`src/design/lzss_pkg.sv`:
```
// Shared types and constants for the LZSS stream decompressor.
// No dependencies; the design files that use it refer to this package by scoped names.
package lzss_pkg;

  localparam int unsigned HistDepth    = 4096;
  localparam int unsigned HistAw       = $clog2(HistDepth);
  localparam int unsigned CmdFifoDepth = 4;
  localparam int unsigned CmdFifoAw    = $clog2(CmdFifoDepth);
  localparam int unsigned DistW        = 12;
  localparam int unsigned CntW         = 5;
  localparam int unsigned CountW       = 33;
  localparam int unsigned AddrW        = 3;

  // Register index carried in the word address bit of paddr.
  localparam logic RegExpectedLength = 1'b0;

  localparam logic [3:0]      FlagsPerGroup = 4'd8;
  // A pair copies nibble + 3 bytes, so its last byte index is nibble + 2.
  localparam logic [CntW-1:0] PairLastBias  = 5'd2;

  typedef struct packed {
    logic             is_lit;
    logic [7:0]       lit;
    logic [DistW-1:0] dist_m1;
    logic [CntW-1:0]  cnt_m1;
    logic             done;
    logic             mism;
  } cmd_t;

endpackage

```
`src/design/lzss_cmd_fifo.sv`:
```
// Short command queue between the parsing front end and the copy engine.
// Depends on lzss_pkg.
module lzss_cmd_fifo (
  input  logic           clk_i,
  input  logic           rst_ni,
  input  logic           push_i,
  input  lzss_pkg::cmd_t wdata_i,
  output logic           full_o,
  input  logic           pop_i,
  output logic           valid_o,
  output lzss_pkg::cmd_t rdata_o
);

  lzss_pkg::cmd_t                  entries_q [lzss_pkg::CmdFifoDepth];
  logic [lzss_pkg::CmdFifoAw-1:0]  wr_ptr_q, wr_ptr_d;
  logic [lzss_pkg::CmdFifoAw-1:0]  rd_ptr_q, rd_ptr_d;
  logic [lzss_pkg::CmdFifoAw:0]    count_q, count_d;
  logic                            do_push;
  logic                            do_pop;

  assign full_o  = count_q == (lzss_pkg::CmdFifoAw+1)'(lzss_pkg::CmdFifoDepth);
  assign valid_o = count_q != '0;
  assign rdata_o = entries_q[rd_ptr_q];
  assign do_push = push_i && !full_o;
  assign do_pop  = pop_i && valid_o;

  always_comb begin
    wr_ptr_d = do_push ? wr_ptr_q + 1'b1 : wr_ptr_q;
    rd_ptr_d = do_pop ? rd_ptr_q + 1'b1 : rd_ptr_q;
    count_d  = count_q;
    if (do_push && !do_pop) begin
      count_d = count_q + 1'b1;
    end else if (do_pop && !do_push) begin
      count_d = count_q - 1'b1;
    end
  end

  always_ff @(posedge clk_i) begin
    if (do_push) begin
      entries_q[wr_ptr_q] <= wdata_i;
    end
  end

  always_ff @(posedge clk_i or negedge rst_ni) begin
    if (!rst_ni) begin
      wr_ptr_q <= '0;
      rd_ptr_q <= '0;
      count_q  <= '0;
    end else begin
      wr_ptr_q <= wr_ptr_d;
      rd_ptr_q <= rd_ptr_d;
      count_q  <= count_d;
    end
  end

endmodule

```
`config.mk`:
```
export PLATFORM = sky130hd
export DESIGN_NAME = lzss_cmd_fifo
export DESIGN_NICKNAME = d
export VERILOG_FILES = /design/src/design/lzss_pkg.sv /design/src/design/lzss_cmd_fifo.sv
export SDC_FILE = /design/constraint.sdc
export NUM_CORES = 1
export LEC_CHECK = 0
export ABC_CLOCK_PERIOD_IN_PS = 3200
export BUFFER_PORTS_ARGS = -buffer_cell sky130_fd_sc_hd__buf_2
export CAP_MARGIN = 0
export CORE_MARGIN = 5
export CORE_UTILIZATION = 55
export DETAILED_ROUTE_END_ITERATION = 8
export PLACE_DENSITY_LB_ADDON = 0.05
export RECOVER_POWER = 100
export SETUP_SLACK_MARGIN = 0.3
export SYNTH_ARGS = -nofsm -noshare
export SYNTH_HDL_FRONTEND = slang
export SYNTH_SLANG_ARGS = --single-unit
```
`constraint.sdc`:
```
create_clock -name clk_i -period 3.2 [get_ports clk_i]
set_input_delay 0.48 -clock clk_i [delete_from_list [all_inputs] [get_ports clk_i]]
set_output_delay 0.48 -clock clk_i [all_outputs]
set_load 0.1 [all_outputs]
```
==> summary.txt <==
STA
--------------------------------------------------------------------------------
Number of slew-limit violations in the final report                            0
Fmax                                                                   0.353 GHz
Actual transition at the worst max-transition pin                        1470 ps
Period minus WS final                                                    2830 ps
Final hold violations                                                          0
Relative slew slack                                                        2.05%
Final setup violating endpoints                                                0
Worst setup skew after layout                                            4.59 ps
Setup repair after global routing missed its margin                           no
Final TNS setup                                                             0 ps
Ratio of final minimum period to clock period                              88.5%

DETAILED ROUTING
--------------------------------------------------------------------------------
Overall via count from detail_route                                         2013
DRC violation count after routing                                              0
Post-detailed-routing wire length                                        7.51 mm
Number of DRC violations after detailed-routing iteration 0                   69
Wire length per cell after detailed routing                              20.2 um
Antenna Nets Post-Route                                                        0
Mean number of vias per cell                                                5.41
Pre-antenna DRT Iters                                                          4

YOSYS
--------------------------------------------------------------------------------
Post-synthesis register bit count                                            119
Syn avg cell area                                                       24.7 um2
Synthesized netlist cell count                                               181
Sequential cell area fraction in the yosys report                          79.1%
Number of warnings reported in the yosys synthesis log                         0
Adder-cell area share of the yosys netlist                                 1.85%
Multiplexer share of the synthesized area                                  14.7%
Share of the synthesized netlist area taken by xor and xnor gates          1.18%
Area fraction in compound gates after synthesis                               0%
Simple-Gate Fraction of Synth Area                                         1.82%
Post-synth design cell area                                          0.00447 mm2
Post-Synthesis Net Count                                                     219
Largest family of logic cells by synthesized area                   multiplexers
Number of distinct library cells after synthesis                              20

CLOCKING
--------------------------------------------------------------------------------
Max Buffers Root-to-Sink                                                       2
Root Buffer Master                                                  sky130_fd_sc_hd__clkbuf_8
Total setup buffers inserted after CTS                                         0
CTS tree                                                                   built
Worst skew pair latency                                                   500 ps
Clock-pin slew on the worst setup and hold paths                           50 ps
Number of H-tree levels                                                        4
Number of buffers added by the clock tree synthesis step                      17
Num Clock Sinks                                                              119

LAYOUT
--------------------------------------------------------------------------------
Post-synthesis to final-layout area growth                                 21.0%
Share of cells above drive strength 1                                      34.8%
Number of nets in the layout                                                 295
Total of fill cells in the finished design                                   525
Diodes inserted                                                                0

FLOORPLANNING
--------------------------------------------------------------------------------
Standard cell core area                                              0.00781 mm2
Height of the chip                                                        100 um
Die area                                                              0.0100 mm2
X dimension of the die                                                    100 um
Top-level I/O count                                                           62
Effective utilization at floorplan                                         57.3%
Site Rows                                                                     32

CRITICAL PATH
--------------------------------------------------------------------------------
Buf+Inv Stages, Crit Path                                                      2
Ordered list of cells on the worst path                             buf_12 -> mux4_2 -> clkbuf_2
Top delay family on crit path                                         flip-flops
Critical setup path kind                                                 reg2out
Crit path capture type                                               output port
Data arrival time of the critical path                                   2350 ps
Worst-path fanout max                                                         17
Register-to-register setup slack                                          600 ps
Setup crit start kind                                                  flip-flop
Data required time of the worst path                                     2720 ps
Standard cell with the maximum stage delay on the critical path     sky130_fd_sc_hd__dfrtp_2
CP peak stage delay                                                       650 ps

GLOBAL ROUTE
--------------------------------------------------------------------------------
Pin count of the biggest net entering global routing                          29
Via count of the first global-routing pass                                  2261
Residual overflow from global routing                                          0
Global-route wire length before repair                                   12.1 mm
Antenna violations before repair                                               0
GRT Total Usage                                                            16.8%

PLACED DESIGN
--------------------------------------------------------------------------------
Number of I/O port buffers                                                    61
Placer Congestion                                                          0.770
Hpwl dp                                                                  4.60 mm

RUN
--------------------------------------------------------------------------------
Max_cap viols                                                                  0

MIN PATH
--------------------------------------------------------------------------------
Class of the tightest hold or removal check                               in2reg

OUTCOME
--------------------------------------------------------------------------------
Result of the run                                                   finished, final reports clean

routing by layer:
metal	GRT usage (%)	share of wire, %	vias up
met3	5.14	4.6	11
met4	6.22	0.95	0
li1	-	-	908
met1	20.3	41	1042
met2	28.5	54	52
met5	0	0	-
flip-flops by register name, indices dropped and copies added, names as in the netlist:
| signal | cells |
|---|---|
| entries_q | 112 |
| count_q | 3 |
| rd_ptr_q | 2 |
| wr_ptr_q | 2 |
placed cells by master (no fill, tap or decap), drive strengths merged:
master,netlist,final
fa,1,1
buf,7,6
or3,1,1
nand2,1,1
mux2,2,2
bufinv,0,3
clkbuf,0,76
clkinvlp,0,3
mux4,28,28
nor3b,1,1
xnor2,4,4
xor2,2,2
inv,3,4
dlygate4sd3,0,1
nor2b,1,1
edfxtp,112,112
and2,4,4
nand3,1,1
ha,5,5
dfrtp,7,7
clkinv,0,6
nor2,1,1
area by class of cell:
class | count | area [um2] | share of cell area (%)
Sequential cell | 119 | 3540 | 65.4
Multi-Input combinational cell | 52 | 850 | 15.7
Clock buffer | 19 | 422 | 7.79
Timing Repair Buffer | 64 | 304 | 5.62
Clock inverter | 13 | 155 | 2.87
Tap cell | 102 | 128 | 2.36
Inverter | 3 | 11.3 | 0.208
synth_stat cells:
library cell | count | area, um2
sky130_fd_sc_hd__and2_2 | 4 | 30.0
sky130_fd_sc_hd__buf_2 | 3 | 15.0
sky130_fd_sc_hd__buf_4 | 3 | 22.5
sky130_fd_sc_hd__buf_6 | 1 | 11.3
sky130_fd_sc_hd__dfrtp_1 | 7 | 175
sky130_fd_sc_hd__edfxtp_1 | 112 | 3360
sky130_fd_sc_hd__fa_1 | 1 | 20.0
sky130_fd_sc_hd__ha_1 | 5 | 62.6
sky130_fd_sc_hd__inv_1 | 3 | 11.3
sky130_fd_sc_hd__mux2_2 | 1 | 11.3
sky130_fd_sc_hd__mux2_4 | 1 | 15.0
sky130_fd_sc_hd__mux4_2 | 28 | 631
sky130_fd_sc_hd__nand2_1 | 1 | 3.75
sky130_fd_sc_hd__nand3_1 | 1 | 5.00
sky130_fd_sc_hd__nor2_1 | 1 | 3.75
sky130_fd_sc_hd__nor2b_2 | 1 | 8.76
sky130_fd_sc_hd__nor3b_4 | 1 | 18.8
sky130_fd_sc_hd__or3_4 | 1 | 11.3
sky130_fd_sc_hd__xnor2_1 | 4 | 35.0
sky130_fd_sc_hd__xor2_1 | 2 | 17.5
final timing paths:
check                                   to  depth (start not counted)        start
max                            rdata_o[20]                          3  rd_ptr_q[0]
max reg2reg                entries_q[1][0]                          3   count_q[2]
min                        entries_q[3][5]                          1   wdata_i[5]
min in group asynchronous      wr_ptr_q[0]                          2       rst_ni
min reg2reg                     count_q[2]                          1   count_q[2]
max in group asynchronous      rd_ptr_q[1]                          2       rst_ni
logic make-up after synthesis:
logic type / count (synthesis)
adder cells (fa/ha/maj): 6
XOR/XNOR: 6
buffers and inverters: 10
multiplexers: 30
flip-flops: 119
AND/OR/NAND/NOR: 10
per-stage QoR:
stage	std cells	worst slack [ps]	hold slack [ps]	utilization, %	area (um2)
floorplan	181	570	184	-	4470
global placement	339	782	316	62.6	4880
detailed placement	339	728	323	62.6	4880
CTS	372	374	172	70.1	5470
global route	372	215	229	69.3	5410
finish	372	368	235	69.3	5410
repair_timing:
action	4_1_cts	5_1_grt
endpoints found under the setup margin	7	0
endpoints found under the hold margin	7	0
resized for setup	1	0
hold buffers	1	0
Power is not shown: default switching activity piles up to over one toggle a cycle in this logic, so the estimate is an artifact.
