## src/design/lzss_pkg.sv

```systemverilog
// Shared types and constants for the LZSS stream decompressor.
// No dependencies; the design files that use it refer to this package by scoped names.
package lzss_pkg;

  localparam int unsigned HistDepth    = 4096;
  localparam int unsigned HistAw       = $clog2(HistDepth);
  localparam int unsigned CmdFifoDepth = 4;
  localparam int unsigned CmdFifoAw    = $clog2(CmdFifoDepth);
  localparam int unsigned DistW        = 12;
  localparam int unsigned CntW         = 5;
  localparam int unsigned CountW       = 33;
  localparam int unsigned AddrW        = 3;

  // Register index carried in the word address bit of paddr.
  localparam logic RegExpectedLength = 1'b0;

  localparam logic [3:0]      FlagsPerGroup = 4'd8;
  // A pair copies nibble + 3 bytes, so its last byte index is nibble + 2.
  localparam logic [CntW-1:0] PairLastBias  = 5'd2;

  typedef struct packed {
    logic             is_lit;
    logic [7:0]       lit;
    logic [DistW-1:0] dist_m1;
    logic [CntW-1:0]  cnt_m1;
    logic             done;
    logic             mism;
  } cmd_t;

endpackage

```

## src/design/lzss_front.sv

```systemverilog
// Front end: parses flag, literal and pair bytes, counts output bytes and
// pushes one command per producing byte. Depends on lzss_pkg.
module lzss_front (
  input  logic                          clk_i,
  input  logic                          rst_ni,
  input  logic                          cfg_we_i,
  input  logic [31:0]                   cfg_wdata_i,
  output logic [31:0]                   expected_o,
  input  logic                          in_valid_i,
  input  logic [7:0]                    in_byte_i,
  output logic                          in_ready_o,
  input  logic                          cmd_full_i,
  output logic                          cmd_push_o,
  output lzss_pkg::cmd_t                cmd_o
);

  typedef enum logic {
    PH_UNIT,
    PH_PAIR
  } phase_e;

  phase_e                            phase_q, phase_d;
  logic [7:0]                        flag_bits_q, flag_bits_d;
  logic [3:0]                        flags_left_q, flags_left_d;
  logic [7:0]                        dist_low_q, dist_low_d;
  logic [lzss_pkg::CountW-1:0]       produced_q, produced_d;
  logic [31:0]                       expected_q, expected_d;
  logic                              accept;
  logic                              drop;
  logic [lzss_pkg::CountW-1:0]       add_n;
  logic [lzss_pkg::CountW-1:0]       new_count;
  logic [lzss_pkg::CountW-1:0]       expected_ext;

  assign in_ready_o   = !cmd_full_i;
  assign accept       = in_valid_i && in_ready_o;
  assign expected_ext = {1'b0, expected_q};
  assign drop         = produced_q >= expected_ext;
  assign expected_o   = expected_q;

  assign add_n = (phase_q == PH_PAIR)
               ? lzss_pkg::CountW'(in_byte_i[3:0]) + lzss_pkg::CountW'(3)
               : lzss_pkg::CountW'(1);
  assign new_count = produced_q + add_n;

  always_comb begin
    phase_d       = phase_q;
    flag_bits_d   = flag_bits_q;
    flags_left_d  = flags_left_q;
    dist_low_d    = dist_low_q;
    produced_d    = produced_q;
    expected_d    = expected_q;
    cmd_push_o    = 1'b0;
    cmd_o.is_lit  = (phase_q == PH_UNIT);
    cmd_o.lit     = in_byte_i;
    cmd_o.dist_m1 = {in_byte_i[7:4], dist_low_q};
    cmd_o.cnt_m1  = (phase_q == PH_PAIR)
                  ? lzss_pkg::CntW'(in_byte_i[3:0]) + lzss_pkg::PairLastBias
                  : '0;
    cmd_o.done    = new_count >= expected_ext;
    cmd_o.mism    = new_count > expected_ext;

    if (cfg_we_i) begin
      // A new job restarts parsing and counting; the history is kept.
      expected_d   = cfg_wdata_i;
      phase_d      = PH_UNIT;
      flag_bits_d  = '0;
      flags_left_d = '0;
      dist_low_d   = '0;
      produced_d   = '0;
    end else if (accept && !drop) begin
      case (phase_q)
        PH_UNIT: begin
          if (flags_left_q == '0) begin
            flag_bits_d  = in_byte_i;
            flags_left_d = lzss_pkg::FlagsPerGroup;
          end else if (flag_bits_q[0]) begin
            cmd_push_o   = 1'b1;
            produced_d   = new_count;
            flag_bits_d  = flag_bits_q >> 1;
            flags_left_d = flags_left_q - 4'd1;
          end else begin
            dist_low_d = in_byte_i;
            phase_d    = PH_PAIR;
          end
        end
        PH_PAIR: begin
          cmd_push_o   = 1'b1;
          produced_d   = new_count;
          flag_bits_d  = flag_bits_q >> 1;
          flags_left_d = flags_left_q - 4'd1;
          phase_d      = PH_UNIT;
        end
        default: begin
          phase_d = PH_UNIT;
        end
      endcase
    end
  end

  always_ff @(posedge clk_i or negedge rst_ni) begin
    if (!rst_ni) begin
      phase_q      <= PH_UNIT;
      flag_bits_q  <= '0;
      flags_left_q <= '0;
      dist_low_q   <= '0;
      produced_q   <= '0;
      expected_q   <= '0;
    end else begin
      phase_q      <= phase_d;
      flag_bits_q  <= flag_bits_d;
      flags_left_q <= flags_left_d;
      dist_low_q   <= dist_low_d;
      produced_q   <= produced_d;
      expected_q   <= expected_d;
    end
  end

endmodule

```

## config.mk

```make
export PLATFORM = sky130hd
export DESIGN_NAME = lzss_front
export DESIGN_NICKNAME = d
export VERILOG_FILES = /design/src/design/lzss_pkg.sv /design/src/design/lzss_front.sv
export SDC_FILE = /design/constraint.sdc
export NUM_CORES = 1
export LEC_CHECK = 0
export ABC_AREA = 1
export BUFFER_PORTS_ARGS = -buffer_cell sky130_fd_sc_hd__buf_2
export CAP_MARGIN = 15
export CELL_PAD_IN_SITES_DETAIL_PLACEMENT = 0
export CELL_PAD_IN_SITES_GLOBAL_PLACEMENT = 1
export CORE_MARGIN = 2
export CORE_UTILIZATION = 41
export CTS_CLUSTER_SIZE = 20
export DETAILED_ROUTE_END_ITERATION = 8
export PLACE_DENSITY = 0.86
export REMOVE_ABC_BUFFERS = 1
export SLEW_MARGIN = 20
export SYNTH_ARGS = -nofsm -noshare
export SYNTH_HDL_FRONTEND = slang
export SYNTH_SLANG_ARGS = --single-unit
```

## constraint.sdc

```tcl
create_clock -name clk_i -period 4.1 [get_ports clk_i]
set_input_delay 0 -clock clk_i [delete_from_list [all_inputs] [get_ports clk_i]]
set_output_delay 0 -clock clk_i [all_outputs]
set_load 0.05 [all_outputs]
```

==> flow_summary.json <==
{
  "crit_family": "simple AND/OR/NAND/NOR gates",
  "timing.fmax_mhz": 263,
  "required_ns": 4.10,
  "rsz0062_at_grt": "no",
  "start_util_pct": 42.0,
  "highest_layer": "met4",
  "r2r_cells": 12,
  "final_cell_mix": "277 x nand2_1, 115 x inv_1, 104 x buf_2, 86 x dfrtp_1, 80 x nand3_1",
  "synth_edf_count": 0,
  "routedWlPerCell_um": 13.4,
  "internal-power_uw": 1470,
  "synth_ff_type": "dfrtp_1",
  "vias": 5906,
  "clk_latency_ns": 0.36,
  "ant_nets": 0,
  "wl_met2_um": 7320,
  "viasPerCell": 4.83,
  "grt_pass1_wl_um": 27800,
  "critPathKind": "reg -> out",
  "path_buf_inv": 1,
  "setup_viol": 0,
  "syn_area_per_cell_um2": 7.23,
  "tightest_slew_ns": 0.661,
  "place_ws_ns": 0.337,
  "fin_skew_ns": 0.00857,
  "clk_path_buf_depth": 2,
  "path_cells": "nand2_2, ha_2, fa_2, nand3_1, nand3_4, a21oi_4, nor2_2, xor2_1, ha_1, nand4_1, nor2_1, nand2_1, nand3_1, nand2_1, nand2_1, nand2_1, nand2_1, nand2_1, nand4_1, buf_2",
  "relSlewSlack_pct": 55.9,
  "cts.htree.levels": 3,
  "syn_inst": 886,
  "grt_max_degree": 53,
  "slew_viol_final": 0,
  "met3_length_um": 734,
  "die_y_um": 129,
  "nets": 1128,
  "mostFrequentLayoutCell": "nand2_1",
  "p_comb_share_pct": 24.0,
  "gp_congestion": 0.867,
  "hp-class": "in -> reg",
  "drc": 0,
  "min_period_ns": 3.81,
  "start_kind": "flop",
  "met1_length_um": 8180,
  "crit_slowest_cell": "dfrtp_1",
  "power.density_mw_per_mm2": 294,
  "antenna_found_initial": 0,
  "clkTransAtPathRegs_ns": 0.07,
  "synth-seq-cells": 86,
  "setup_ws_ns": 0.294,
  "p_leak_uw": 0.00441,
  "port_buffers": 106,
  "swShare_pct": 35.1,
  "p_total_uw": 2270,
  "endpoint_kind": "output pin",
  "p_sw_uw": 796,
  "drt_first_iter_violations": 320,
  "firstDrtPassIters": 5,
  "syn_area_mm2": 0.00641,
  "drive_gt1_share_pct": 14.6,
  "core-area_mm2": 0.0153,
  "p_seq_share_pct": 40.7,
  "r2r_start": "produced_q[22]$_DFFE_PN0P_",
  "worstPathMaxFanout": 5,
  "yosys_warnings": 0,
  "grt_pass1_vias": 5601,
  "fin_hold_ws_ns": 0.0202,
  "crit_start": "phase_q$_DFFE_PN0P_",
  "pwr-share-clk_pct": 35.4,
  "n_antenna_cell": 0,
  "ys_seq_area_share_pct": 33.6,
  "synth.distinct_cells": 34,
  "die_x_um": 129,
  "cp-endpoint": "cmd_o[1]",
  "ir_drop_mv": 0.190,
  "worstPathArrival_ns": 3.81,
  "r2r_slack_ns": 1.20,
  "io_pins": 107,
  "async_flop_share_pct": 100,
  "path_common_cell": "nand2_1",
  "max_cap_violations": 0,
  "clock_sinks": 86,
  "cts_buffers": 9,
  "areaGrowthSynthToFinish_pct": 20.5,
  "status": "completed",
  "hpwlAfterDp_um": 12100,
  "grt_remaining_overflow": 0,
  "cp.depth": 20,
  "hold_viol_final": 0,
  "tritoncts": "yes",
  "wirelength_um": 16400,
  "cts-root-buf": "clkbuf_16",
  "dieArea_mm2": 0.0166,
  "cp_slowest_stage_delay_ns": 0.42,
  "grt_use_total_pct": 21.0,
  "post-route-period-util_pct": 92.8,
  "min_path_cells": 5,
  "num_rows": 45,
  "timing.rr.end": "flags_left_q[2]$_DFFE_PN0P_",
  "setup_tns_ns": 0
}
[worst min-delay path: cells and delay by family]
kind / cells / cell delay, ns
buffers and inverters: 2 / 0.15
AND/OR/NAND/NOR: 3 / 0.19
[per-stage QoR]
stage          util, %  cell area, µm²  std cells
4_1_cts           50.2            7660       1222
3_3_place_gp      46.1            7030       1172
2_1_floorplan        -            6210        852
6_report          50.6            7720       1224
3_5_place_dp      46.1            7030       1172
5_1_grt           50.6            7720       1224
[metal layers]
layer,up-vias,global-route usage [%]
met5,-,0
met4,0,5.05
met3,15,3.39
met2,144,33.3
met1,2679,30.0
li1,3068,-
[Yosys cell counts (all sizes together), types with 2 or more instances]
cell / instances / area [µm²]
xor2: 20 / 175
a21oi: 29 / 153
nand4: 11 / 68.8
o21ai: 43 / 219
nor3b: 2 / 15.0
xnor2: 12 / 105
nor4: 6 / 37.5
inv: 117 / 439
nand3: 82 / 423
clkbuf: 12 / 45.0
o31ai: 4 / 30.0
ha: 74 / 926
buf: 22 / 156
nand2: 281 / 1060
a21o: 6 / 45.0
nor2: 66 / 272
dfrtp: 86 / 2150
nor3: 8 / 40.0
[kinds of logic (layout without fill, tap and decap cells)]
| kind of cell | Yosys count | count (layout) | share of synthesized area, % |
|---|---|---|---|
| xor+xnor | 32 | 32 | 4.37 |
| simple gates | 458 | 458 | 30.1 |
| flops | 86 | 86 | 33.6 |
| fa+ha+maj | 75 | 75 | 14.8 |
| compound gates | 84 | 84 | 7.20 |
| buf+inv | 151 | 278 | 10.0 |
[what timing repair did]
item | CTS | global route
hold buffers | 34 | 0
setup buffers | 0 | 2
gates resized for setup | 1 | 15
setup endpoints to repair | 2 | 2
pin swaps | 0 | 3
endpoints found under the hold margin | 81 | 0
[final cells by class]
type                       instances  area (µm²)
fill                            1533        7530
multi-input combinational        649        3670
sequential                        86        2150
timing repair buffer             145         917
inverter                         117         439
tap                              211         264
clock buffer                      10         239
clock inverter                     6        46.3
[state kept, by name (all words and copies together), names as in the netlist]
name / flops
produced_q: 33
expected_o: 32
dist_low_q: 8
flag_bits_q: 8
flags_left_q: 4
phase_q: 1
[worst min-delay path by stage]
| stage | start | to | slack [ns] |
|---|---|---|---|
| final | in_byte_i[6] | dist_low_q[6]$_DFFE_PN0P_ | 0.02 |
| after global routing | in_byte_i[6] | dist_low_q[6]$_DFFE_PN0P_ | 0.05 |
| after CTS | in_byte_i[6] | dist_low_q[6]$_DFFE_PN0P_ | 0.01 |
| after detailed placement | rst_ni | expected_o[18]$_DFFE_PN0P_ | 0.08 |
| after global placement | rst_ni | expected_o[18]$_DFFE_PN0P_ | 0.09 |
| after floorplan | rst_ni | dist_low_q[0]$_DFFE_PN0P_ | -0.30 |
[power groups by stage]
| stage | combinational (µW) | sequential (µW) | clock (µW) |
|---|---|---|---|
| floorplan | 191 | 1080 | 0 |
| global placement | 518 | 939 | 0 |
| detailed placement | 520 | 939 | 0 |
| CTS | 546 | 924 | 817 |
| global route | 606 | 930 | 856 |
| finish | 544 | 924 | 803 |
No activity file was read; power rests on OpenSTA's default activity.
