## src/design/lzss_pkg.sv

```systemverilog
// Shared types and constants for the LZSS stream decompressor.
// No dependencies; the design files that use it refer to this package by scoped names.
package lzss_pkg;

  localparam int unsigned HistDepth    = 4096;
  localparam int unsigned HistAw       = $clog2(HistDepth);
  localparam int unsigned CmdFifoDepth = 4;
  localparam int unsigned CmdFifoAw    = $clog2(CmdFifoDepth);
  localparam int unsigned DistW        = 12;
  localparam int unsigned CntW         = 5;
  localparam int unsigned CountW       = 33;
  localparam int unsigned AddrW        = 3;

  // Register index carried in the word address bit of paddr.
  localparam logic RegExpectedLength = 1'b0;

  localparam logic [3:0]      FlagsPerGroup = 4'd8;
  // A pair copies nibble + 3 bytes, so its last byte index is nibble + 2.
  localparam logic [CntW-1:0] PairLastBias  = 5'd2;

  typedef struct packed {
    logic             is_lit;
    logic [7:0]       lit;
    logic [DistW-1:0] dist_m1;
    logic [CntW-1:0]  cnt_m1;
    logic             done;
    logic             mism;
  } cmd_t;

endpackage

```

## src/design/lzss_back.sv

```systemverilog
// Copy engine: expands commands into output bytes, one per cycle unless output
// stalls, reading and writing the history RAM. Depends on lzss_pkg.
module lzss_back (
  input  logic                        clk_i,
  input  logic                        rst_ni,
  input  logic                        new_job_i,
  input  logic                        cmd_valid_i,
  input  lzss_pkg::cmd_t              cmd_i,
  output logic                        cmd_pop_o,
  output logic                        ram_we_o,
  output logic [lzss_pkg::HistAw-1:0] ram_waddr_o,
  output logic [7:0]                  ram_wdata_o,
  output logic                        ram_re_o,
  output logic [lzss_pkg::HistAw-1:0] ram_raddr_o,
  input  logic [7:0]                  ram_rdata_i,
  output logic                        out_valid_o,
  input  logic                        out_ready_i,
  output logic [7:0]                  out_byte_o,
  output logic                        last_of_run_o,
  output logic                        job_done_o,
  output logic                        length_mismatch_o
);

  // Issue stage
  logic [lzss_pkg::CntW-1:0]   k_q, k_d;
  logic [lzss_pkg::HistAw-1:0] issue_ptr_q, issue_ptr_d;
  logic                        issue;
  logic                        cmd_last;
  logic                        fwd_last;
  // Byte stage, in the cycle after the RAM read is issued
  logic                        b_valid_q, b_valid_d;
  logic                        b_lit_q;
  logic                        b_use_last_q;
  logic [7:0]                  b_byte_q;
  logic                        b_last_q;
  logic                        b_done_q;
  logic                        b_mism_q;
  logic                        b_fire;
  logic [7:0]                  b_data;
  logic [lzss_pkg::HistAw-1:0] wr_ptr_q, wr_ptr_d;
  logic [7:0]                  last_byte_q;
  // Output register
  logic                        out_valid_q, out_valid_d;
  logic [7:0]                  out_byte_q;
  logic                        out_last_q;
  logic                        out_done_q;
  logic                        out_mism_q;

  assign b_fire   = b_valid_q && (!out_valid_q || out_ready_i);
  assign issue    = cmd_valid_i && (!b_valid_q || b_fire);
  assign cmd_last = k_q == cmd_i.cnt_m1;
  assign cmd_pop_o = issue && cmd_last;

  // At distance one the source is the byte written just before. While that
  // byte is still in the byte stage it is not yet in the RAM, so it comes
  // from a holding register instead.
  assign fwd_last    = (cmd_i.dist_m1 == '0) && b_valid_q;
  assign ram_re_o    = issue && !cmd_i.is_lit && !fwd_last;
  assign ram_raddr_o = issue_ptr_q - lzss_pkg::HistAw'(cmd_i.dist_m1) - 1'b1;

  assign b_data = b_lit_q ? b_byte_q : (b_use_last_q ? last_byte_q : ram_rdata_i);

  assign ram_we_o    = b_fire;
  assign ram_waddr_o = wr_ptr_q;
  assign ram_wdata_o = b_data;

  always_comb begin
    k_d         = k_q;
    issue_ptr_d = issue_ptr_q;
    wr_ptr_d    = wr_ptr_q;
    b_valid_d   = b_valid_q;
    out_valid_d = out_valid_q;
    if (out_ready_i) begin
      out_valid_d = 1'b0;
    end
    if (b_fire) begin
      out_valid_d = 1'b1;
      wr_ptr_d    = wr_ptr_q + 1'b1;
      b_valid_d   = 1'b0;
    end
    if (issue) begin
      b_valid_d   = 1'b1;
      issue_ptr_d = issue_ptr_q + 1'b1;
      k_d         = cmd_last ? '0 : k_q + 1'b1;
    end
    if (new_job_i) begin
      k_d         = '0;
      issue_ptr_d = '0;
      wr_ptr_d    = '0;
    end
  end

  always_ff @(posedge clk_i or negedge rst_ni) begin
    if (!rst_ni) begin
      k_q         <= '0;
      issue_ptr_q <= '0;
      wr_ptr_q    <= '0;
      b_valid_q   <= 1'b0;
      out_valid_q <= 1'b0;
    end else begin
      k_q         <= k_d;
      issue_ptr_q <= issue_ptr_d;
      wr_ptr_q    <= wr_ptr_d;
      b_valid_q   <= b_valid_d;
      out_valid_q <= out_valid_d;
    end
  end

  always_ff @(posedge clk_i) begin
    if (issue) begin
      b_lit_q      <= cmd_i.is_lit;
      b_use_last_q <= fwd_last;
      b_byte_q     <= cmd_i.lit;
      b_last_q     <= cmd_last;
      b_done_q     <= cmd_i.done;
      b_mism_q     <= cmd_i.mism;
    end
    if (b_fire) begin
      last_byte_q <= b_data;
      out_byte_q  <= b_data;
      out_last_q  <= b_last_q;
      out_done_q  <= b_done_q;
      out_mism_q  <= b_mism_q;
    end
  end

  assign out_valid_o       = out_valid_q;
  assign out_byte_o        = out_byte_q;
  assign last_of_run_o     = out_last_q;
  assign job_done_o        = out_done_q;
  assign length_mismatch_o = out_mism_q;

endmodule

```

## config.mk

```make
export PLATFORM = sky130hd
export DESIGN_NAME = lzss_back
export DESIGN_NICKNAME = d
export VERILOG_FILES = /design/src/design/lzss_pkg.sv /design/src/design/lzss_back.sv
export SDC_FILE = /design/constraint.sdc
export NUM_CORES = 1
export LEC_CHECK = 0
export BUFFER_PORTS_ARGS = -buffer_cell sky130_fd_sc_hd__buf_2
export CORE_AREA = 4 4 87 89
export CTS_BUF_LIST = sky130_fd_sc_hd__clkbuf_16
export CTS_CLUSTER_SIZE = 14
export DETAILED_ROUTE_END_ITERATION = 8
export DIE_AREA = 0 0 91 93
export PLACE_DENSITY_LB_ADDON = 0.05
export SLEW_MARGIN = 0
export SYNTH_ARGS = -nofsm -noshare
export SYNTH_HDL_FRONTEND = slang
export SYNTH_SLANG_ARGS = --single-unit
```

## constraint.sdc

```tcl
create_clock -name clk_i -period 2.4 [get_ports clk_i]
set_input_delay 0.6 -clock clk_i [delete_from_list [all_inputs] [get_ports clk_i]]
set_output_delay 0.6 -clock clk_i [all_outputs]
set_load 0.01 [all_outputs]
```

==> impl_results.rst, run 1 <==
.. list-table::
   :header-rows: 1

   * - Metric
     - Value
   * - Run status
     - finished, violations left
   * - Violations in the final reports
     - negative setup slack
   * - Initial antenna violation count
     - 0
   * - Area share of and/or/nand/nor cells after synthesis
     - 17.8%
   * - Max-cap viol count
     - 0
   * - CP endpoint kind
     - output pin
   * - Number of standard cells after synthesis
     - 289
   * - Dominant combinational cell family by area after synthesis
     - simple AND/OR/NAND/NOR gates
   * - Relative slew margins
     - 54.1%
   * - Post-synthesis adder-cell area fraction
     - 6.55%
   * - Nets in the synthesized netlist
     - 345
   * - Warnings from Yosys
     - 0
   * - Transition time at the pin with the least slew margin
     - 0.689 ns
   * - Clock Skews
     - 0.00401 ns
   * - Worst vdd ir
     - 0.000327 V
   * - EDFF count, synth
     - 24
   * - Min cycle time layout
     - 2.73 ns
   * - Routed Wire Length
     - 6460 µm
   * - Count of cells along the worst register-to-register path
     - 6
   * - Reg-to-reg critical path endpoint
     - k_q[1]
   * - Mapped Area
     - 2980 µm²
   * - Count of endpoints failing hold in the final timing report
     - 0
   * - Post-synth top flop
     - dfrtp_1
   * - CTS H-tree lvls
     - 2
   * - Num Clock Sinks
     - 55
   * - Antenna diode instance count
     - 0
   * - Average via count per standard cell
     - 4.98
   * - Largest driver fanout on the critical path
     - 3
   * - CTS tree
     - built
   * - Setup TNS after final layout
     - -1.99 ns
   * - Slew Limit Fails
     - 0
   * - Compound-Gate Fraction of Synth Area
     - 8.52%
   * - Setup repair after global routing missed its margin
     - yes
   * - Number of buffers created by CTS
     - 5
   * - Area grow syn2layout
     - 33.0%
   * - Via total after detailed routing
     - 2436
   * - Core area
     - 6760 µm²
   * - Post-route ant nets
     - 0
   * - Starting Density
     - 44.1%
   * - Share of flip-flops with an asynchronous set or reset
     - 56.4%
   * - Synthesis-stage register bit count
     - 55
   * - Largest net degree at the start of global routing
     - 32
   * - Final-report setup violation count
     - 8
   * - Slack of the worst reg-to-reg path
     - 0.88 ns
   * - Final setup slack of the worst path
     - -0.334 ns
   * - Startpoint of the most critical register-to-register path
     - k_q[0]
   * - GRT Util Overall
     - 15.4%
   * - Data required, critical path
     - 1.80 ns
   * - Power density relative to cell area
     - 545 nW/µm²
   * - Multiplexer area fraction after synthesis
     - 3.36%
   * - Worst setup path class
     - input pin to output pin
   * - Die X-Extent
     - 91 µm
   * - Worst skew pair latency
     - 0.28 ns
   * - Post-CTS Hold Fix Bufs
     - 0
   * - Max clock buf depth
     - 2
   * - Chip Height
     - 93 µm
   * - Remaining DRCs
     - 0
   * - Cell type with the largest total area after synthesis
     - dfrtp_1
   * - Fillers
     - 618
   * - Placed wire-length estimate after detailed placement
     - 5070 µm
   * - Clk slew on worst S/H paths
     - 0.07 ns
   * - Xor-xnor portion of the synthesized cell area
     - 9.99%
   * - Count of TritonRoute iterations in the first routing pass
     - 4
   * - FP Rows
     - 30
   * - Number of violations reported at the end of detailed-routing iteration 0
     - 64
   * - Hold/Removal Path Class
     - input pin to asynchronous set/reset pin
   * - Number of global-route vias before repair
     - 2363
   * - Clock root cell
     - clkbuf_16
   * - Critical path launch point type
     - input pin
   * - Highest attainable clock frequency
     - 366 MHz
   * - Boundary Pins
     - 88
   * - Fraction of synthesized cell area taken by the top area cell type
     - 26.0%
   * - Top cells by count, synth
     - dfrtp_1 (31), nor2_1 (31), nand2_1 (25), edfxtp_1 (24)
   * - Wire length of the first global-routing pass
     - 10800 µm
   * - Post-route fraction of the period consumed by the critical path
     - 114%
   * - Count of nets after finishing
     - 464
   * - Port Buf Inserts
     - 87
   * - Weighted congestion at the end of routability-driven global placement
     - 0.884
   * - Cell Count Post-Placement
     - 479
   * - Global route total overflow
     - 0
   * - Worst Hold Slack
     - 0.352 ns
   * - Synth cell types
     - 42
   * - Sequential fraction of the synthesis area
     - 50.2%
   * - Routed wire length per instance
     - 13.2 µm
   * - Syn Area/Cell
     - 10.3 µm²
   * - Main area contributors after synthesis
     - dfrtp_1 (26%), edfxtp_1 (24%), ha_1 (5.9%)
   * - Fraction of layout cells with a size suffix above 1
     - 35.2%
   * - Critical Path AT
     - 2.13 ns
   * - Full die area
     - 8460 µm²
   * - Count of placed standard cells in the final layout, fillers left out
     - 489
   * - Leakage Power
     - 1.90 nW
sequential cells by signal, summed over array words and instances (netlist names):
| signal | count |
|---|---|
| issue_ptr_q | 12 |
| ram_waddr_o | 12 |
| b_byte_q | 8 |
| out_byte_o | 8 |
| k_q | 5 |
| b_done_q | 1 |
| b_last_q | 1 |
| b_lit_q | 1 |
| b_mism_q | 1 |
| b_use_last_q | 1 |
| b_valid_q | 1 |
| job_done_o | 1 |
| last_of_run_o | 1 |
| length_mismatch_o | 1 |
| out_valid_o | 1 |
worst max-delay path by stage:
stage                     slack, ns      from  cells after the start              end
after detailed placement      -0.53  cmd_i[7]                     11  ram_raddr_o[10]
after CTS                     -0.35  cmd_i[7]                     11  ram_raddr_o[10]
after floorplan               -0.14  cmd_i[7]                      9  ram_raddr_o[10]
after global routing          -0.44  cmd_i[7]                     11  ram_raddr_o[10]
after global placement        -0.48  cmd_i[7]                     11  ram_raddr_o[10]
final                         -0.33  cmd_i[8]                      9   ram_raddr_o[9]
kinds of logic after synthesis:
kind of cell               Yosys count
and+or+nand+nor                    105
buffers and inverters               28
muxes                               10
AOI/OAI and AO/OA                   42
adders and majority gates           15
DFF                                 55
xor gates and xnor gates            34
worst max-delay path: stages:
cell and delay (ns):
buf_2 0.09, inv_1 0.04, ha_1 0.27, a21oi_1 0.24, o2111ai_2 0.19, a31oi_2 0.27
o21ai_1 0.13, xor2_1 0.15, buf_2 0.14
metrics by stage:
step / worst slack [ns] / util [%] / area, µm² / power, mW
2_1_floorplan: -0.141 / - / 3020 / 1.25
3_3_place_gp: -0.479 / 55.5 / 3750 / 1.41
3_5_place_dp: -0.532 / 55.5 / 3750 / 1.41
4_1_cts: -0.347 / 58.5 / 3950 / 2.20
5_1_grt: -0.443 / 58.7 / 3970 / 2.27
6_report: -0.334 / 58.7 / 3970 / 2.16
power breakdown:
group          internal [mW]  leakage [nW]  switching (mW)
logic                  0.151          1.16           0.176
clock network          0.451        0.0800           0.317
registers               1.04         0.655          0.0308
per-layer routing:
layer  vias to the layer above  share of wire, %  track usage [%]  wire length (µm)
met5                         -                 0                0                 0
met4                         0              0.45             3.02                29
met3                         2               4.9             2.82               316
met2                        63                50             27.3              3210
met1                      1127                45             19.8              2910
li1                       1244                 -                -                 -
layout by cell type, fill, tap and decap left out, types with 2 or more instances in the layout:
master     instances
inv_1             18
ha_4               2
dfrtp_1           31
buf_2             86
and3_1             2
o21a_1             2
nand2_1           25
ha_1              12
inv_2              2
or3_1              3
clkbuf_16          6
buf_4             32
xnor2_1           13
nand4_1            8
nand3b_1           2
o211ai_1           2
and2_1             2
nor3_1             6
a21oi_1           13
o21ai_0           14
o21ai_1            2
edfxtp_1          24
xor2_1            20
mux2i_1           10
nand3_1           14
nor2_1            31
nand2b_1           2
cell type report:
type,instances,area (µm²),area share [%]
repair buffers,119,691,17.4
inverters,21,91.3,2.30
well taps,80,100,2.52
clock buffers,6,150,3.79
clock inverters,2,12.5,0.316
flip-flops and latches,55,1500,37.7
multi-input cells,206,1420,35.9
repair_timing:
item,CTS,global route
endpoints found under the setup margin,10,10
pin swaps,6,3
buffers inserted,1,1
resized for setup,7,1
Power figures use the tool's default switching activity.
==> run 2: changes to the inputs <==
--- a/config.mk
+++ b/config.mk
@@ -12,6 +12,7 @@
 export DETAILED_ROUTE_END_ITERATION = 8
 export DIE_AREA = 0 0 91 93
 export PLACE_DENSITY_LB_ADDON = 0.05
+export SETUP_SLACK_MARGIN = 0.02
 export SLEW_MARGIN = 0
 export SYNTH_ARGS = -nofsm -noshare
 export SYNTH_HDL_FRONTEND = slang
==> impl_results.rst, run 2 (synthesis results as in run 1) <==
.. list-table::
   :header-rows: 1

   * - Metric
     - Value
   * - Leakage Power
     - 1.90 nW (unchanged)
   * - Wire length of the first global-routing pass
     - 10800 µm (unchanged)
   * - Layout Cell Area excl Fill
     - 3970 µm² (unchanged)
   * - Largest driver fanout on the critical path
     - 3 (unchanged)
   * - Fraction of layout cells with a size suffix above 1
     - 35.2% (unchanged)
   * - Antenna diode instance count
     - 0 (unchanged)
   * - Clock Skews
     - 0.00401 ns (+0.00000488 ns)
   * - Setup repair after global routing missed its margin
     - yes
   * - Critical path launch point type
     - input pin
   * - Core area
     - 6760 µm² (unchanged)
   * - Post-CTS Hold Fix Bufs
     - 0 (unchanged)
   * - Global route total overflow
     - 0 (unchanged)
   * - GRT Max-Usage Layer
     - met2
   * - Hold/Removal Path Class
     - input pin to asynchronous set/reset pin
   * - Number of buffers created by CTS
     - 5 (unchanged)
   * - Cell with the largest stage delay on the worst path
     - ha_1
   * - Clk slew on worst S/H paths
     - 0.07 ns (about the same)
   * - Port Buf Inserts
     - 87 (unchanged)
   * - Cell seen most often among critical-path stages
     - buf_2
   * - Boundary Pins
     - 88 (unchanged)
   * - Starting Density
     - 44.1% (unchanged)
   * - Worst skew pair latency
     - 0.28 ns (about the same)
   * - Area of the multi-input gates
     - 1420 µm² (unchanged)
   * - Count of placed standard cells in the final layout, fillers left out
     - 489 (unchanged)
   * - Max-cap viol count
     - 0 (unchanged)
   * - Chip Height
     - 93 µm (unchanged)
   * - Transition time at the pin with the least slew margin
     - 0.685 ns (-0.00380 ns)
   * - Critical Path AT
     - 2.13 ns (about the same)
   * - Count of nets after finishing
     - 464 (unchanged)
   * - Full die area
     - 8460 µm² (unchanged)
   * - Power density relative to cell area
     - 545 nW/µm² (about the same)
   * - Count of TritonRoute iterations in the first routing pass
     - 4 (unchanged)
   * - Routed wire length per instance
     - 13.2 µm (about the same)
   * - Routed Wire Length
     - 6460 µm (about the same)
   * - Weighted congestion at the end of routability-driven global placement
     - 0.884 (unchanged)
   * - M3 GR Usage
     - 2.82% (unchanged)
   * - Worst Hold Slack
     - 0.350 ns (-0.00182 ns)
   * - CTS H-tree lvls
     - 2 (unchanged)
   * - Post-route ant nets
     - 0 (unchanged)
   * - Violations in the final reports
     - negative setup slack
   * - Post-Place Cell Area
     - 3750 µm² (unchanged)
   * - GRT Util Overall
     - 15.4% (unchanged)
   * - Final setup slack of the worst path
     - -0.334 ns (+0.00000300 ns)
   * - Fillers
     - 618 (unchanged)
   * - Startpoint of the most critical register-to-register path
     - k_q[0]
   * - Highest attainable clock frequency
     - 366 MHz (unchanged)
   * - Relative slew margins
     - 54.3% (+0.25 points)
   * - Worst vdd ir
     - 0.000327 V (about the same)
   * - Die X-Extent
     - 91 µm (unchanged)
   * - Clock root cell
     - clkbuf_16
   * - Max clock buf depth
     - 2 (unchanged)
   * - Num Clock Sinks
     - 55 (unchanged)
   * - FP Rows
     - 30 (unchanged)
   * - Run status
     - finished, violations left
   * - Gate family responsible for the most delay along the worst path
     - compound AO/OA/AOI/OAI gates
   * - Most frequent standard cell in the layout excluding fill and tap cells
     - buf_2
   * - Sequential Area
     - 1500 µm² (unchanged)
   * - Biggest cell delay along the critical path
     - 0.27 ns (about the same)
   * - Remaining DRCs
     - 0 (unchanged)
   * - Area grow syn2layout
     - 33.0% (unchanged)
   * - Largest net degree at the start of global routing
     - 32 (unchanged)
   * - Cell Count Post-Placement
     - 479 (unchanged)
   * - Placed wire-length estimate after detailed placement
     - 5070 µm (unchanged)
   * - Critical path launch point
     - cmd_i[8]
   * - Met1 GRT Util
     - 19.8% (unchanged)
   * - CTS tree
     - built
   * - Via total after detailed routing
     - 2432 (-0.16%)
   * - Number of violations reported at the end of detailed-routing iteration 0
     - 71 (+11%)
   * - Dpl ws
     - -0.532 ns (unchanged)
   * - Number of global-route vias before repair
     - 2363 (unchanged)
   * - Worst setup path class
     - input pin to output pin
   * - CP cell instances
     - buf_2 > inv_1 > ha_1 > a21oi_1 > o2111ai_2 > a31oi_2 > o21ai_1 > xor2_1 > buf_2
   * - Count of endpoints failing hold in the final timing report
     - 0 (unchanged)
   * - Post-route fraction of the period consumed by the critical path
     - 114% (about the same)
   * - Top library cells by usage in the layout, fill and taps aside
     - buf_2 (86), buf_4 (32), nor2_1 (31), dfrtp_1 (31), nand2_1 (25)
   * - Global routing usage on met2
     - 27.3% (unchanged)
   * - Min cycle time layout
     - 2.73 ns (-0.00000300 ns)
   * - Initial antenna violation count
     - 0 (unchanged)
   * - Number of buffer and inverter stages on the critical path
     - 3 (unchanged)
   * - Average via count per standard cell
     - 4.97 (-0.16%)
   * - Slew Limit Fails
     - 0 (unchanged)
   * - Final-report setup violation count
     - 8 (unchanged)
   * - Data required, critical path
     - 1.80 ns (about the same)
   * - CP endpoint kind
     - output pin
[run 2: path summary, 6_finish.rpt]
kind / endpoint / cells after the start / slack [ns]
max: ram_raddr_o[9] / 9 / -0.33
min: ram_waddr_o[11] / 1 / 0.35
max reg2reg: k_q[1] / 6 / 0.88
min reg2reg: last_of_run_o / 0 / 0.42
max in group asynchronous: issue_ptr_q[1] / 1 / 1.60
min in group clk_i: last_of_run_o / 0 / 0.42
[run 2: routing by layer]
layer  part of all wire, %  vias to the layer above
met4                  0.45                        0
met1                    45                     1123
li1                      -                     1244
met5                     0                        -
met2                    50                       63
met3                   4.9                        2
[run 2: area by class of cell]
class	count	share of cell area [%]
Timing Repair Buffer	119	17.4
Tap cell	80	2.52
Multi-Input combinational cell	206	35.9
Clock buffer	6	3.79
Sequential cell	55	37.7
Inverter	21	2.30
Clock inverter	2	0.316
[run 2: worst reg2reg max path, stage by stage (launching register included)]
cell,delay (ns)
dfrtp_1,0.44
xor2_1,0.18
nor3_1,0.25
buf_4,0.17
a21oi_1,0.13
a22oi_1,0.17
nor2_1,0.06
[run 2: report_power, final]
| part | switching (mW) | total [mW] | internal (mW) |
|---|---|---|---|
| sequential | 0.0308 | 1.07 | 1.04 |
| clock | 0.317 | 0.768 | 0.451 |
| combinational | 0.176 | 0.326 | 0.151 |
[run 2: what timing repair did]
item                                    4_1_cts  5_1_grt
pin swaps                                     6        3
setup buffers                                 1        1
resized for setup                             7        1
endpoints found under the setup margin       10       10
[run 2: through the flow]
stage	TNS (ns)	power [mW]	util, %
detailed placement	-2.67	1.41	55.5
finish	-1.99	2.16	58.7
global placement	-2.45	1.41	55.5
CTS	-2.08	2.20	58.5
global route	-2.91	2.27	58.7
floorplan	-0.548	1.25	-
